[config.mk]
export PLATFORM = sky130hd
export DESIGN_NAME = postfix_stack_evaluator_top
export DESIGN_NICKNAME = d
export VERILOG_FILES = /design/src/rtl/pse_pkg.sv /design/src/rtl/pse_div.sv /design/src/rtl/pse_dpath.sv /design/src/rtl/pse_ctrl.sv /design/src/rtl/postfix_stack_evaluator_top.sv
export SDC_FILE = /design/constraint.sdc
export NUM_CORES = 2
export LEC_CHECK = 0
export ABC_AREA = 1
export BUFFER_PORTS_ARGS = -buffer_cell sky130_fd_sc_hd__buf_2
export CORE_ASPECT_RATIO = 1.75
export CORE_MARGIN = 10
export CORE_UTILIZATION = 47
export CTS_BUF_LIST = sky130_fd_sc_hd__clkbuf_4 sky130_fd_sc_hd__clkbuf_8
export CTS_CLUSTER_SIZE = 16
export DETAILED_ROUTE_END_ITERATION = 10
export HOLD_SLACK_MARGIN = 0.12
export PLACE_DENSITY = 0.6
export SLEW_MARGIN = 20
export SYNTH_ARGS = -nofsm -noshare
export SYNTH_HDL_FRONTEND = slang
export SYNTH_SLANG_ARGS = --single-unit
[constraint.sdc]
create_clock -name i_clk -period 9.45 [get_ports i_clk]
set_input_delay 0.4725 -clock i_clk [delete_from_list [all_inputs] [get_ports i_clk]]
set_output_delay 0.4725 -clock i_clk [all_outputs]
set_load 0.03 [all_outputs]
[src/rtl/pse_pkg.sv]
`timescale 1ns / 1ps
`default_nettype none

package pse_pkg;

    localparam int DATA_W          = 32;
    localparam int CMD_W           = 3;
    localparam int STATUS_W        = 3;
    localparam int DEPTH_W         = 5;
    localparam int STACK_DEPTH_DEF = 16;
    localparam int DIV_STEPS       = DATA_W;

    // token codes
    typedef enum logic [CMD_W-1:0] {
        OP_PUSH = 3'd0,
        OP_ADD  = 3'd1,
        OP_SUB  = 3'd2,
        OP_MUL  = 3'd3,
        OP_DIV  = 3'd4,
        OP_SWAP = 3'd5,
        OP_FIN  = 3'd6
    } t_op;

    // result status codes
    typedef enum logic [STATUS_W-1:0] {
        ST_OK       = 3'd0,
        ST_OVERFLOW = 3'd1,
        ST_UNDERFLOW = 3'd2,
        ST_DIVZERO  = 3'd3,
        ST_TOOMANY  = 3'd4,
        ST_EMPTY    = 3'd5
    } t_status;

    typedef struct packed {
        logic [CMD_W-1:0]         cmd;
        logic signed [DATA_W-1:0] number;
    } t_in;

    typedef struct packed {
        logic [STATUS_W-1:0]      status;
        logic signed [DATA_W-1:0] top_value;
        logic [DEPTH_W-1:0]       depth;
    } t_out;

    // controller to datapath
    typedef struct packed {
        logic    latch_in;
        logic    push;
        logic    rd_issue;
        logic    alu_exec;
        logic    div_start;
        logic    div_capture;
        logic    wb;
        logic    swap1;
        logic    swap2;
        logic    finish;
        logic    set_status;
        t_status status;
        logic    out_load;
    } t_dp_cmd;

    // datapath to controller
    typedef struct packed {
        t_op  op;
        logic empty;
        logic one;
        logic full;
        logic lt2;
        logic top_zero;
        logic div_busy;
        logic out_busy;
    } t_dp_stat;

endpackage

`default_nettype wire

[src/rtl/pse_div.sv]
`timescale 1ns / 1ps
`default_nettype none

module pse_div
    import pse_pkg::*;
(
    input  wire logic              i_clk,
    input  wire logic              i_rst_n,
    input  wire logic              i_start,
    input  wire logic [DATA_W-1:0] i_dividend,
    input  wire logic [DATA_W-1:0] i_divisor,
    output logic                   o_busy,
    output logic [DATA_W-1:0]      o_quotient
);

    localparam int SW = $clog2(DIV_STEPS + 1);

    logic [SW-1:0]     r_step;
    logic [DATA_W-1:0] r_rem;
    logic [DATA_W-1:0] r_quo;
    logic [DATA_W-1:0] r_dvs;
    logic              r_neg;

    logic [DATA_W-1:0] w_mag_a;
    logic [DATA_W-1:0] w_mag_b;
    logic [DATA_W:0]   w_shift;
    logic [DATA_W:0]   w_diff;

    // take magnitudes of the signed operands
    assign w_mag_a = i_dividend[DATA_W-1] ? (DATA_W'(0) - i_dividend) : i_dividend;
    assign w_mag_b = i_divisor[DATA_W-1] ? (DATA_W'(0) - i_divisor) : i_divisor;

    // one restoring step: shift in next dividend bit, try subtract
    assign w_shift = {r_rem, r_quo[DATA_W-1]};
    assign w_diff  = w_shift - {1'b0, r_dvs};

    // step counter
    always_ff @(posedge i_clk) begin
        if (!i_rst_n) begin
            r_step <= '0;
        end else if (i_start) begin
            r_step <= SW'(DIV_STEPS);
        end else if (r_step != '0) begin
            r_step <= r_step - SW'(1);
        end
    end

    // remainder and quotient
    always_ff @(posedge i_clk) begin
        if (i_start) begin
            r_rem <= '0;
            r_quo <= w_mag_a;
            r_dvs <= w_mag_b;
            r_neg <= i_dividend[DATA_W-1] ^ i_divisor[DATA_W-1];
        end else if (r_step != '0) begin
            if (!w_diff[DATA_W]) begin
                r_rem <= w_diff[DATA_W-1:0];
                r_quo <= {r_quo[DATA_W-2:0], 1'b1};
            end else begin
                r_rem <= w_shift[DATA_W-1:0];
                r_quo <= {r_quo[DATA_W-2:0], 1'b0};
            end
        end
    end

    assign o_busy     = (r_step != '0);
    assign o_quotient = r_neg ? (DATA_W'(0) - r_quo) : r_quo;

    a_start_busy: assert property (@(posedge i_clk) disable iff (!i_rst_n)
        i_start |=> o_busy)
        else $error("divider not busy after start");

endmodule

`default_nettype wire

[src/rtl/pse_dpath.sv]
`timescale 1ns / 1ps
`default_nettype none

module pse_dpath
    import pse_pkg::*;
#(
    parameter int STACK_DEPTH = STACK_DEPTH_DEF
)
(
    input  wire logic     i_clk,
    input  wire logic     i_rst_n,
    input  wire t_in      i_in_data,
    input  wire t_dp_cmd  i_cmd,
    output t_dp_stat      o_stat,
    output logic          o_out_valid,
    input  wire logic     i_out_ready,
    output t_out          o_out_data
);

    localparam int AW = $clog2(STACK_DEPTH);
    localparam int CW = $clog2(STACK_DEPTH + 1);

    logic [DATA_W-1:0] r_mem [STACK_DEPTH];

    logic [CW-1:0]       r_cnt;
    t_op                 r_op;
    logic [DATA_W-1:0]   r_num;
    logic [DATA_W-1:0]   r_top;
    logic [DATA_W-1:0]   r_bot;
    logic [DATA_W-1:0]   r_rd;
    logic [DATA_W-1:0]   r_res;
    logic [DATA_W-1:0]   r_fin;
    t_status             r_status;
    logic                r_ov;
    t_out                r_out;

    logic [CW-1:0]       w_cnt_m1;
    logic [CW-1:0]       w_cnt_m2;
    logic                w_empty;
    logic                w_full;
    logic                w_wr_en;
    logic [AW-1:0]       w_wr_addr;
    logic [DATA_W-1:0]   w_wr_data;
    logic [DATA_W-1:0]   w_prod;
    logic [DATA_W-1:0]   w_top_or_zero;
    logic [CW+DEPTH_W-1:0] w_cnt_ext;
    logic                w_div_busy;
    logic [DATA_W-1:0]   w_div_q;

    assign w_cnt_m1 = r_cnt - CW'(1);
    assign w_cnt_m2 = r_cnt - CW'(2);
    assign w_empty  = (r_cnt == '0);
    assign w_full   = (r_cnt == CW'(STACK_DEPTH));
    assign w_prod   = r_rd * r_top;
    assign w_top_or_zero = w_empty ? '0 : r_top;
    assign w_cnt_ext = {{DEPTH_W{1'b0}}, r_cnt};

    // status toward the controller
    assign o_stat.op       = r_op;
    assign o_stat.empty    = w_empty;
    assign o_stat.one      = (r_cnt == CW'(1));
    assign o_stat.full     = w_full;
    assign o_stat.lt2      = (r_cnt < CW'(2));
    assign o_stat.top_zero = (r_top == '0);
    assign o_stat.div_busy = w_div_busy;
    assign o_stat.out_busy = r_ov && !i_out_ready;

    pse_div u_div (
        .i_clk      (i_clk),
        .i_rst_n    (i_rst_n),
        .i_start    (i_cmd.div_start),
        .i_dividend (r_rd),
        .i_divisor  (r_top),
        .o_busy     (w_div_busy),
        .o_quotient (w_div_q)
    );

    // select the single stack write of this cycle
    always_comb begin
        w_wr_en   = 1'b0;
        w_wr_addr = r_cnt[AW-1:0];
        w_wr_data = r_num;
        if (i_cmd.push) begin
            w_wr_en = 1'b1;
        end else if (i_cmd.swap1) begin
            w_wr_en   = 1'b1;
            w_wr_addr = w_cnt_m1[AW-1:0];
            w_wr_data = r_bot;
        end else if (i_cmd.swap2) begin
            w_wr_en   = 1'b1;
            w_wr_addr = '0;
            w_wr_data = r_bot;
        end else if (i_cmd.wb) begin
            w_wr_en   = 1'b1;
            w_wr_addr = w_cnt_m2[AW-1:0];
            w_wr_data = r_res;
        end
    end

    // stack memory: one write, one registered read of the second entry
    always_ff @(posedge i_clk) begin
        if (w_wr_en) begin
            r_mem[w_wr_addr] <= w_wr_data;
        end
        if (i_cmd.rd_issue) begin
            r_rd <= r_mem[w_cnt_m2[AW-1:0]];
        end
    end

    // entry count
    always_ff @(posedge i_clk) begin
        if (!i_rst_n) begin
            r_cnt <= '0;
        end else if (i_cmd.push) begin
            r_cnt <= r_cnt + CW'(1);
        end else if (i_cmd.wb) begin
            r_cnt <= w_cnt_m1;
        end else if (i_cmd.finish) begin
            r_cnt <= '0;
        end
    end

    // hold the token
    always_ff @(posedge i_clk) begin
        if (i_cmd.latch_in) begin
            r_op  <= t_op'(i_in_data.cmd);
            r_num <= i_in_data.number;
        end
    end

    // top and bottom copies of the stack
    always_ff @(posedge i_clk) begin
        if (i_cmd.push) begin
            r_top <= r_num;
            if (w_empty) begin
                r_bot <= r_num;
            end
        end else if (i_cmd.swap1) begin
            r_top <= r_bot;
            r_bot <= r_top;
        end else if (i_cmd.wb) begin
            r_top <= r_res;
            if (r_cnt == CW'(2)) begin
                r_bot <= r_res;
            end
        end
    end

    // arithmetic result
    always_ff @(posedge i_clk) begin
        if (i_cmd.alu_exec) begin
            case (r_op)
                OP_ADD:  r_res <= r_rd + r_top;
                OP_SUB:  r_res <= r_rd - r_top;
                OP_MUL:  r_res <= w_prod;
                default: r_res <= r_res;
            endcase
        end else if (i_cmd.div_capture) begin
            r_res <= w_div_q;
        end
    end

    // finish value and status
    always_ff @(posedge i_clk) begin
        if (i_cmd.finish) begin
            r_fin <= w_top_or_zero;
        end
        if (i_cmd.set_status) begin
            r_status <= i_cmd.status;
        end
    end

    // output register
    always_ff @(posedge i_clk) begin
        if (!i_rst_n) begin
            r_ov <= 1'b0;
        end else if (i_cmd.out_load) begin
            r_ov <= 1'b1;
        end else if (i_out_ready) begin
            r_ov <= 1'b0;
        end
    end

    always_ff @(posedge i_clk) begin
        if (i_cmd.out_load) begin
            r_out.status    <= r_status;
            r_out.top_value <= (r_op == OP_FIN) ? r_fin : w_top_or_zero;
            r_out.depth     <= w_cnt_ext[DEPTH_W-1:0];
        end
    end

    assign o_out_valid = r_ov;
    assign o_out_data  = r_out;

    a_no_push_full: assert property (@(posedge i_clk) disable iff (!i_rst_n)
        i_cmd.push |-> !w_full)
        else $error("push into full stack");

    a_cnt_range: assert property (@(posedge i_clk) disable iff (!i_rst_n)
        r_cnt <= CW'(STACK_DEPTH))
        else $error("stack count beyond depth");

    a_no_overwrite: assert property (@(posedge i_clk) disable iff (!i_rst_n)
        i_cmd.out_load |-> !(r_ov && !i_out_ready))
        else $error("result overwritten before transfer");

endmodule

`default_nettype wire

[src/rtl/pse_ctrl.sv]
`timescale 1ns / 1ps
`default_nettype none

module pse_ctrl
    import pse_pkg::*;
(
    input  wire logic     i_clk,
    input  wire logic     i_rst_n,
    input  wire logic     i_in_valid,
    output logic          o_in_ready,
    input  wire t_dp_stat i_stat,
    output t_dp_cmd       o_cmd
);

    typedef enum logic [6:0] {
        S_IDLE   = 7'b0000001,
        S_DECODE = 7'b0000010,
        S_EXEC   = 7'b0000100,
        S_DIV    = 7'b0001000,
        S_WB     = 7'b0010000,
        S_SWAP2  = 7'b0100000,
        S_DONE   = 7'b1000000
    } t_state;

    t_state r_state;
    t_state n_state;

    always_ff @(posedge i_clk) begin
        if (!i_rst_n) begin
            r_state <= S_IDLE;
        end else begin
            r_state <= n_state;
        end
    end

    assign o_in_ready = (r_state == S_IDLE);

    // sequence one token
    always_comb begin
        n_state = r_state;
        o_cmd   = '0;
        o_cmd.status = ST_OK;
        unique case (r_state)
            S_IDLE: begin
                if (i_in_valid) begin
                    o_cmd.latch_in = 1'b1;
                    n_state        = S_DECODE;
                end
            end
            S_DECODE: begin
                o_cmd.set_status = 1'b1;
                n_state          = S_DONE;
                unique case (i_stat.op) inside
                    OP_PUSH: begin
                        if (i_stat.full) begin
                            o_cmd.status = ST_OVERFLOW;
                        end else begin
                            o_cmd.push = 1'b1;
                        end
                    end
                    OP_ADD, OP_SUB, OP_MUL, OP_DIV: begin
                        if (i_stat.lt2) begin
                            o_cmd.status = ST_UNDERFLOW;
                        end else if ((i_stat.op == OP_DIV) && i_stat.top_zero) begin
                            o_cmd.status = ST_DIVZERO;
                        end else begin
                            o_cmd.rd_issue = 1'b1;
                            n_state        = S_EXEC;
                        end
                    end
                    OP_SWAP: begin
                        if (i_stat.empty) begin
                            o_cmd.status = ST_UNDERFLOW;
                        end else begin
                            o_cmd.swap1 = 1'b1;
                            n_state     = S_SWAP2;
                        end
                    end
                    OP_FIN: begin
                        o_cmd.finish = 1'b1;
                        if (i_stat.empty) begin
                            o_cmd.status = ST_EMPTY;
                        end else if (!i_stat.one) begin
                            o_cmd.status = ST_TOOMANY;
                        end
                    end
                    default: begin
                        o_cmd.status = ST_OK;
                    end
                endcase
            end
            S_EXEC: begin
                if (i_stat.op == OP_DIV) begin
                    o_cmd.div_start = 1'b1;
                    n_state         = S_DIV;
                end else begin
                    o_cmd.alu_exec = 1'b1;
                    n_state        = S_WB;
                end
            end
            S_DIV: begin
                if (!i_stat.div_busy) begin
                    o_cmd.div_capture = 1'b1;
                    n_state           = S_WB;
                end
            end
            S_WB: begin
                o_cmd.wb = 1'b1;
                n_state  = S_DONE;
            end
            S_SWAP2: begin
                o_cmd.swap2 = 1'b1;
                n_state     = S_DONE;
            end
            S_DONE: begin
                if (!i_stat.out_busy) begin
                    o_cmd.out_load = 1'b1;
                    n_state        = S_IDLE;
                end
            end
            default: begin
                n_state = S_IDLE;
            end
        endcase
    end

    a_div_wait: assert property (@(posedge i_clk) disable iff (!i_rst_n)
        (r_state == S_DIV) && i_stat.div_busy |=> (r_state == S_DIV))
        else $error("left divide wait while divider busy");

    a_start_div: assert property (@(posedge i_clk) disable iff (!i_rst_n)
        o_cmd.div_start |-> (i_stat.op == OP_DIV) && !i_stat.top_zero)
        else $error("divider started on non-divide or zero divisor");

    a_accept_idle: assert property (@(posedge i_clk) disable iff (!i_rst_n)
        o_cmd.latch_in |=> (r_state == S_DECODE))
        else $error("accepted token not decoded");

endmodule

`default_nettype wire

[src/rtl/postfix_stack_evaluator_top.sv]
`timescale 1ns / 1ps
`default_nettype none

// Postfix stack evaluator: takes parsed RPN tokens (push, add, subtract,
// multiply, divide, swap bottom/top, finish) on a valid/ready input channel
// and returns one result per token (status, top of stack, depth) on a
// valid/ready output channel. The operand stack holds STACK_DEPTH signed
// 32-bit entries in a single-port-write memory; the top and bottom entries
// are mirrored in registers so each token needs at most one memory read.
// Tokens are handled one at a time. After the transfer a token is decoded;
// push, finish, error cases and code 7 then go straight to the result,
// add/subtract/multiply pass through execute and write-back, swap does a
// second write, and divide runs the bit-serial restoring divider (one
// quotient bit per cycle), then writes back. The result turns valid at the
// end of the last step and the next token can transfer in the cycle after.
// A waiting result sits in the output register; the next token is taken
// while it waits and stalls in its last cycle until the register frees.
module postfix_stack_evaluator_top
    import pse_pkg::*;
#(
    parameter int STACK_DEPTH = STACK_DEPTH_DEF
)
(
    input  wire logic i_clk,
    input  wire logic i_rst_n,
    input  wire logic i_in_valid,
    output logic      o_in_ready,
    input  wire t_in  i_in_data,
    output logic      o_out_valid,
    input  wire logic i_out_ready,
    output t_out      o_out_data
);

    t_dp_cmd  w_cmd;
    t_dp_stat w_stat;

    pse_ctrl u_ctrl (
        .i_clk      (i_clk),
        .i_rst_n    (i_rst_n),
        .i_in_valid (i_in_valid),
        .o_in_ready (o_in_ready),
        .i_stat     (w_stat),
        .o_cmd      (w_cmd)
    );

    pse_dpath #(
        .STACK_DEPTH (STACK_DEPTH)
    ) u_dpath (
        .i_clk       (i_clk),
        .i_rst_n     (i_rst_n),
        .i_in_data   (i_in_data),
        .i_cmd       (w_cmd),
        .o_stat      (w_stat),
        .o_out_valid (o_out_valid),
        .i_out_ready (i_out_ready),
        .o_out_data  (o_out_data)
    );

endmodule

`default_nettype wire
**Yosys cells after proc, flatten, opt, wreduce, memory -nomap -nowiden**

Memories as Yosys holds them, arrays and structs flattened. A register that Yosys moved wholly into a read port is not among the register bits.
Cells that the tools add are included.

- Add/sub/neg operators: 10
- Multiply operators: 1
- Magnitude comparators: 1
- Equality and inequality tests: 21
- Mux-type cells: 79
- Bitwise logic cells: 2
- Reductions and logical operators: 19

Operator list:

| cell | count |
|---|---|
| 2-to-1 mux 32 bit | 21 |
| case mux 32 bit (3 select lines) | 1 |
| subtractor 1 x 32 -> 32 bit (first input constant) | 3 |
| 2-to-1 mux 7 bit | 6 |
| case mux 7 bit (6 select lines) | 1 |
| subtractor 33 x 32 -> 33 bit | 1 |
| adder 32 bit | 1 |
| zero test 32 bit | 1 |
| multiplier 32 x 32 -> 32 bit | 1 |
| subtractor 32 bit | 1 |
| 2-to-1 mux 31 bit | 1 |
| 2-to-1 mux 1 bit | 29 |
| 2-to-1 mux 5 bit | 5 |
| 2-to-1 mux 4 bit | 4 |
| case mux 7 bit (2 select lines) | 1 |
| 2-to-1 mux 6 bit | 2 |
| case mux 3 bit (4 select lines) | 1 |
| == test 3 bit (second input constant) | 3 |
| 2-to-1 mux 3 bit | 3 |
| nonzero test 3 bit | 3 |
| 2-to-1 mux 2 bit | 4 |
| == test 7 x 1 -> 1 bit (second input constant) | 1 |
| == test 7 x 2 -> 1 bit (second input constant) | 1 |
| == test 7 x 3 -> 1 bit (second input constant) | 1 |
| other kinds (29) | 37 |

- Register bits after elaboration: 322
- RAM bits: 512
- Bits of input ports: 39
- Output and inout port bits: 42
- Logic and storage cells: 154
- Memories kept: 1

Memory list:

| name | words | width | read ports | clocked after memory_dff | wr ports | RTL line | text |
|---|---|---|---|---|---|---|---|
| u_dpath.r_mem | 16 | 32 | 1 | 1 | 1 | pse_dpath.sv:23 | `logic [DATA_W-1:0] r_mem [STACK_DEPTH];` |

**Longest topological paths before layout**

- Depth after elaboration: 9
- Depth in mapped cells: 40
- Depth with buffers taken out: 38

**Modules after synthesis**

From an unflattened synthesis, not the netlist that was laid out.

- Cells, all modules: 6792
- Area, all modules: 60155.2 sq um

By module, submodules not included:

| module | times used | cells each | area each (sq um) | sequential area each (sq um) |
|---|---|---|---|---|
| pse_dpath | 1 | 5179 | 50033.0 | 22641.7 |
| pse_div | 1 | 1508 | 9511.6 | 2712.6 |
| pse_ctrl | 1 | 105 | 610.6 | 140.1 |

**Least setup slack after synthesis**

Ideal clock, no wire load.

- Kind: register -> register
- Start: register u_dpath.r_top[6]
- End: register u_dpath.r_res[29], data pin
- Library setup time: 0.256 ns
- Arrival: 6.679 ns
- Required time: 9.194 ns
- Path slack: 2.515 ns
- Cell stages (with the launch flop): 33
- Buffers on the path: 2
- Clock period less this slack: 6.935 ns
- Cells stage by stage: edfxtp_1 clkbuf_1 buf_1 nand2_1 inv_1 fa_1 fa_1 fa_1 inv_1 fa_1 inv_1 fa_1 inv_1 fa_1 inv_1 fa_1 fa_1 ha_1 nand2_1 nor2_1 inv_1 nor3_1 nand2_1 nand2_1 a21oi_1 o21bai_1 nand2_1 nand2_1 nand2_1 nand3_1 nand2_1 nand2_1 nand2_1

- Cells in the longest elaborated chain, start to end: 3
- Elaborated cells on any way between the ends: 5
- Classes of those cells: 2 x add/sub; 1 x mul; 2 x mux

Ends and longest elaborated chain:

| element | RTL line | text |
|---|---|---|
| from (decl) | pse_dpath.sv:28 | `logic [DATA_W-1:0] r_top;` |
| from (signal assigned) | pse_dpath.sv:134 | `r_top <= r_num;` |
| from (signal assigned) | pse_dpath.sv:139 | `r_top <= r_bot;` |
| from (signal assigned) | pse_dpath.sv:142 | `r_top <= r_res;` |
| multiplier 32 x 32 -> 32 bit, or another cell as far along | pse_dpath.sv:54 | `assign w_prod = r_rd * r_top;` |
| case mux 32 bit (3 select lines) * | pse_dpath.sv:152 | `case (r_op)` |
| 2-to-1 mux 32 bit * | pse_dpath.sv:151 | `if (i_cmd.alu_exec) begin` |
| to (signal assigned) | pse_dpath.sv:153 | `OP_ADD: r_res <= r_rd + r_top;` |
| to (signal assigned) | pse_dpath.sv:154 | `OP_SUB: r_res <= r_rd - r_top;` |
| to (signal assigned) | pse_dpath.sv:155 | `OP_MUL: r_res <= w_prod;` |
| to (decl) | pse_dpath.sv:31 | `logic [DATA_W-1:0] r_res;` |

Mark *: on every way between the ends. The rest lies on a longest branch, timed or not.
A chain may end at the register's enable or synchronous reset.

**Final worst setup path**

- Start: register u_dpath.r_rd[8] (read register of u_dpath.r_mem)
- End: register u_dpath.r_res[31], data pin

- Cells in the longest elaborated chain, start to end: 3
- Elaborated cells on any way between the ends: 5
- Classes of those cells: 2 x add/sub; 1 x mul; 2 x mux

Ends and longest elaborated chain:

| element | RTL line | text |
|---|---|---|
| from (decl) | pse_dpath.sv:30 | `logic [DATA_W-1:0] r_rd;` |
| multiplier 32 x 32 -> 32 bit, or another cell as far along | pse_dpath.sv:54 |  |
| case mux 32 bit (3 select lines) * | pse_dpath.sv:152 |  |
| 2-to-1 mux 32 bit * | pse_dpath.sv:151 |  |

Marked as above.

==> results.cfg <==
[run_status]
outcome = finished, final reports clean

[power]
sequentialPowerShare_pct = 43.3
worst_ir_drop_vdd_mv = 0.1773
switchingPower_mw = 3.788
clockPowerShare_pct = 29.5
combPwrFrac_pct = 27.2
power_per_cell_area_mw_per_mm2 = 171.9
internal_power_mw = 7.194
sw_frac_of_total_pct = 34.49
p_leak_nw = 28.90

[logic_synthesis]
synth.top_cell.area_share_pct = 41.85
yosys_register_bits = 866
synth_ff_type = edfxtp_1
syn_avg_cell_area_sq_um = 9.052
syn-num-nets = 7108
yosysWarnings = 0
synthArstFlopShare_pct = 0
synth_edf_count = 815
yosys-top-cells-area = edfxtp_1 42%, fa_1 14%, nand2_1 9.2%
syn_area_sq_mm = 0.05848
yosys.cell_types.count = 60
yosys.area.top_type = edfxtp_1
yosysMostFrequentCell = nand2_1
synthTopCellsByCount = 1438 x nand2_1, 1116 x inv_1, 815 x edfxtp_1
synth_cells = 6461
yosysSeqAreaShare_pct = 43.59

[sta]
finalCritPeriodShare_pct = 87.76
fmax_mhz = 120.6
worstMarginPinSlew_ps = 1268
min_period_ps = 8293
setup_viol = 0
hold_viol_final = 0
rsz0062_at_grt = no
slew_headroom_pct = 14.60
drv_slew = 0
setup-tns-final_ps = 0
worst_clock_skew_ps = 59.33
final.setup.worst_slack_ps = 1157

[placement]
preCtsSetupSlack_ps = 1383
place_hpwl_microns = 143000
post_dp_cell_area_sq_mm = 0.06080
io_buffer_count = 80
gp_congestion = 1.040
place_inst = 7971

[clock_tree]
numCtsBuffers = 131
postCtsSetupBuffers = 0
cts.clk_slew.worst_paths_ps = 60
insertion_delay_ps = 890
cts-root-buf = clkbuf_8
cts_hold_buf = 38
cts_max_level = 4
clockBufferDepth = 3
cts_tree = done
cts_resized = 0
cts_sinks = 866

[route]
totalWireLength_microns = 196200
vias = 45620
drc_errors = 0
antenna_left = 0
wl_per_cell_microns = 23.76
drtIter0Drc = 3638
first_pass_iters = 6
viasPerCell = 5.527

[floorplan]
fp.dieW_microns = 286.7
die_h_microns = 486.6
initial_core_util_pct = 47.21
core-area_sq_mm = 0.1239
dieArea_sq_mm = 0.1395
io_pins = 81
fp-row-count = 171

[global_route]
grt_max_degree = 82
grt-busiest-layer = met2
antenna_found_initial = 6
grt_pass1_vias = 46750
globalRouteOverflowTotal = 0
grtUsageMet2_pct = 50.93
met3_usage_pct = 3.739
grt_usage_pct = 28.00
gr-usage-met1_pct = 29.38
grt_pass1_wl_microns = 290500

[cells_and_area]
largest-register = u_dpath.r_mem
largest_reg_flops = 512
final_nets = 7147
fin_cells = 8254
drive_above_1_share_pct = 7.889
postLayoutCellArea_sq_mm = 0.06389
area_delta_synth_final_pct = 9.249

[setup_path]
crit_type = reg2reg
cp_slowest_stage_delay_ps = 1120
r2r_slack_ps = 1160
cp_slowest_cell = edfxtp_1
worstPathArrival_ps = 8900
path_max_fanout = 14
cp_common_cell = fa_1
path_cells = buf_4, nand2_1, fa_1, inv_1, fa_1, fa_1, fa_1, inv_1, fa_1, inv_1, fa_1, fa_1, fa_1, ha_1, a21oi_1, o21bai_1, a221oi_1, o21ai_0, nor2_1, inv_1, nand2_1, nand3_1, nand2_1, nand2_1
worstPathRequired_ps = 10060
start_kind = flop
worst_setup_path_end_kind = flop

[min_path]
hold_path_class = in2reg

[run]
maxCapViolCount = 0
[final cells by class]
cell class	instances	area, sq um
Sequential cell	866	25500
Fill cell	11450	59990
Tap cell	1643	2056
Multi-Input combinational cell	4118	27550
Antenna cell	7	17.52
Clock buffer	172	2111
Timing Repair Buffer	249	1842
Inverter	1134	4263
Clock inverter	65	555.5
[cells by family (layout without fill, tap and decap cells)]
group | count (synthesis) | after routing | share of synthesized area, %
AOI/OAI and AO/OA | 1005 | 1005 | 10.09
DFF | 866 | 866 | 43.59
buffers and inverters | 1477 | 1620 | 9.595
and+or+nand+nor | 2396 | 2396 | 16.82
adders and majority gates | 608 | 608 | 18.27
xor gates and xnor gates | 109 | 109 | 1.632
other | 0 | 7 | 0
[cell usage in the layout, fill, tap and decap left out, types with 6 or more instances in the layout]
cell,instances
xnor2_1,35
nand3_1,296
nor2_4,24
inv_1,1113
or2_2,15
nor3_2,8
ha_1,197
buf_2,80
nor2_1,482
a31oi_1,17
edfxtp_1,815
o21ai_1,50
nand2_2,7
clkinv_1,33
nor4_1,17
nand2_1,1437
clkbuf_4,41
o211ai_1,85
a21oi_1,148
o221ai_1,103
buf_4,125
o21a_1,9
a211oi_1,6
dlygate4sd3_1,38
nor3_1,40
o21ai_0,498
inv_2,14
nor2_2,11
xor2_1,74
nand4_1,34
diode_2,7
clkinv_2,17
fa_1,410
clkbuf_8,131
dfxtp_1,49
o21bai_1,13
nand3b_1,8
o22ai_1,31
a21o_1,15
[final timing paths]
kind	start	end	cells after the start
max reg2reg	u_dpath.r_rd[8]	u_dpath.r_res[31]	24
min reg2reg	u_dpath.r_status[2]	u_dpath.o_out_data[39]	0
max	u_dpath.r_rd[8]	u_dpath.r_res[31]	24
min	i_in_data[2]	u_dpath.r_num[2]	2
[power by group through the flow]
stage | sequential, mW | clock, mW | combinational, mW
after floorplan | 4.75 | 0 | 2.11
after global placement | 4.82 | 0 | 2.93
after detailed placement | 4.82 | 0 | 2.94
after CTS | 4.74 | 3.31 | 2.98
after global routing | 4.77 | 3.45 | 3.36
final | 4.75 | 3.24 | 2.99
[worst max-delay path: cells and delay by family, from the launching register on]
kind	cells	cell delay (ps)
flops	1	1120
fa+ha+maj	9	4410
buf+inv	5	590
simple gates	6	1000
compound gates	4	880
[metal layers]
layer,share of wire [%],routed length [microns],vias to the layer above
li1,-,-,21050
met4,7.7,15130,0
met2,52,102400,1535
met1,35,68950,22470
met3,4.9,9696,558
met5,0,0,-
[through the flow]
stage,power [mW],util [%],hold slack [ps]
final,10.98,51.58,325.0
after global routing,11.57,51.57,293.7
after CTS,11.03,51.54,237.0
after detailed placement,7.768,49.08,421.2
after global placement,7.751,49.05,404.0
after floorplan,6.852,-,400.3
No activity file was read; power rests on OpenSTA's default activity.
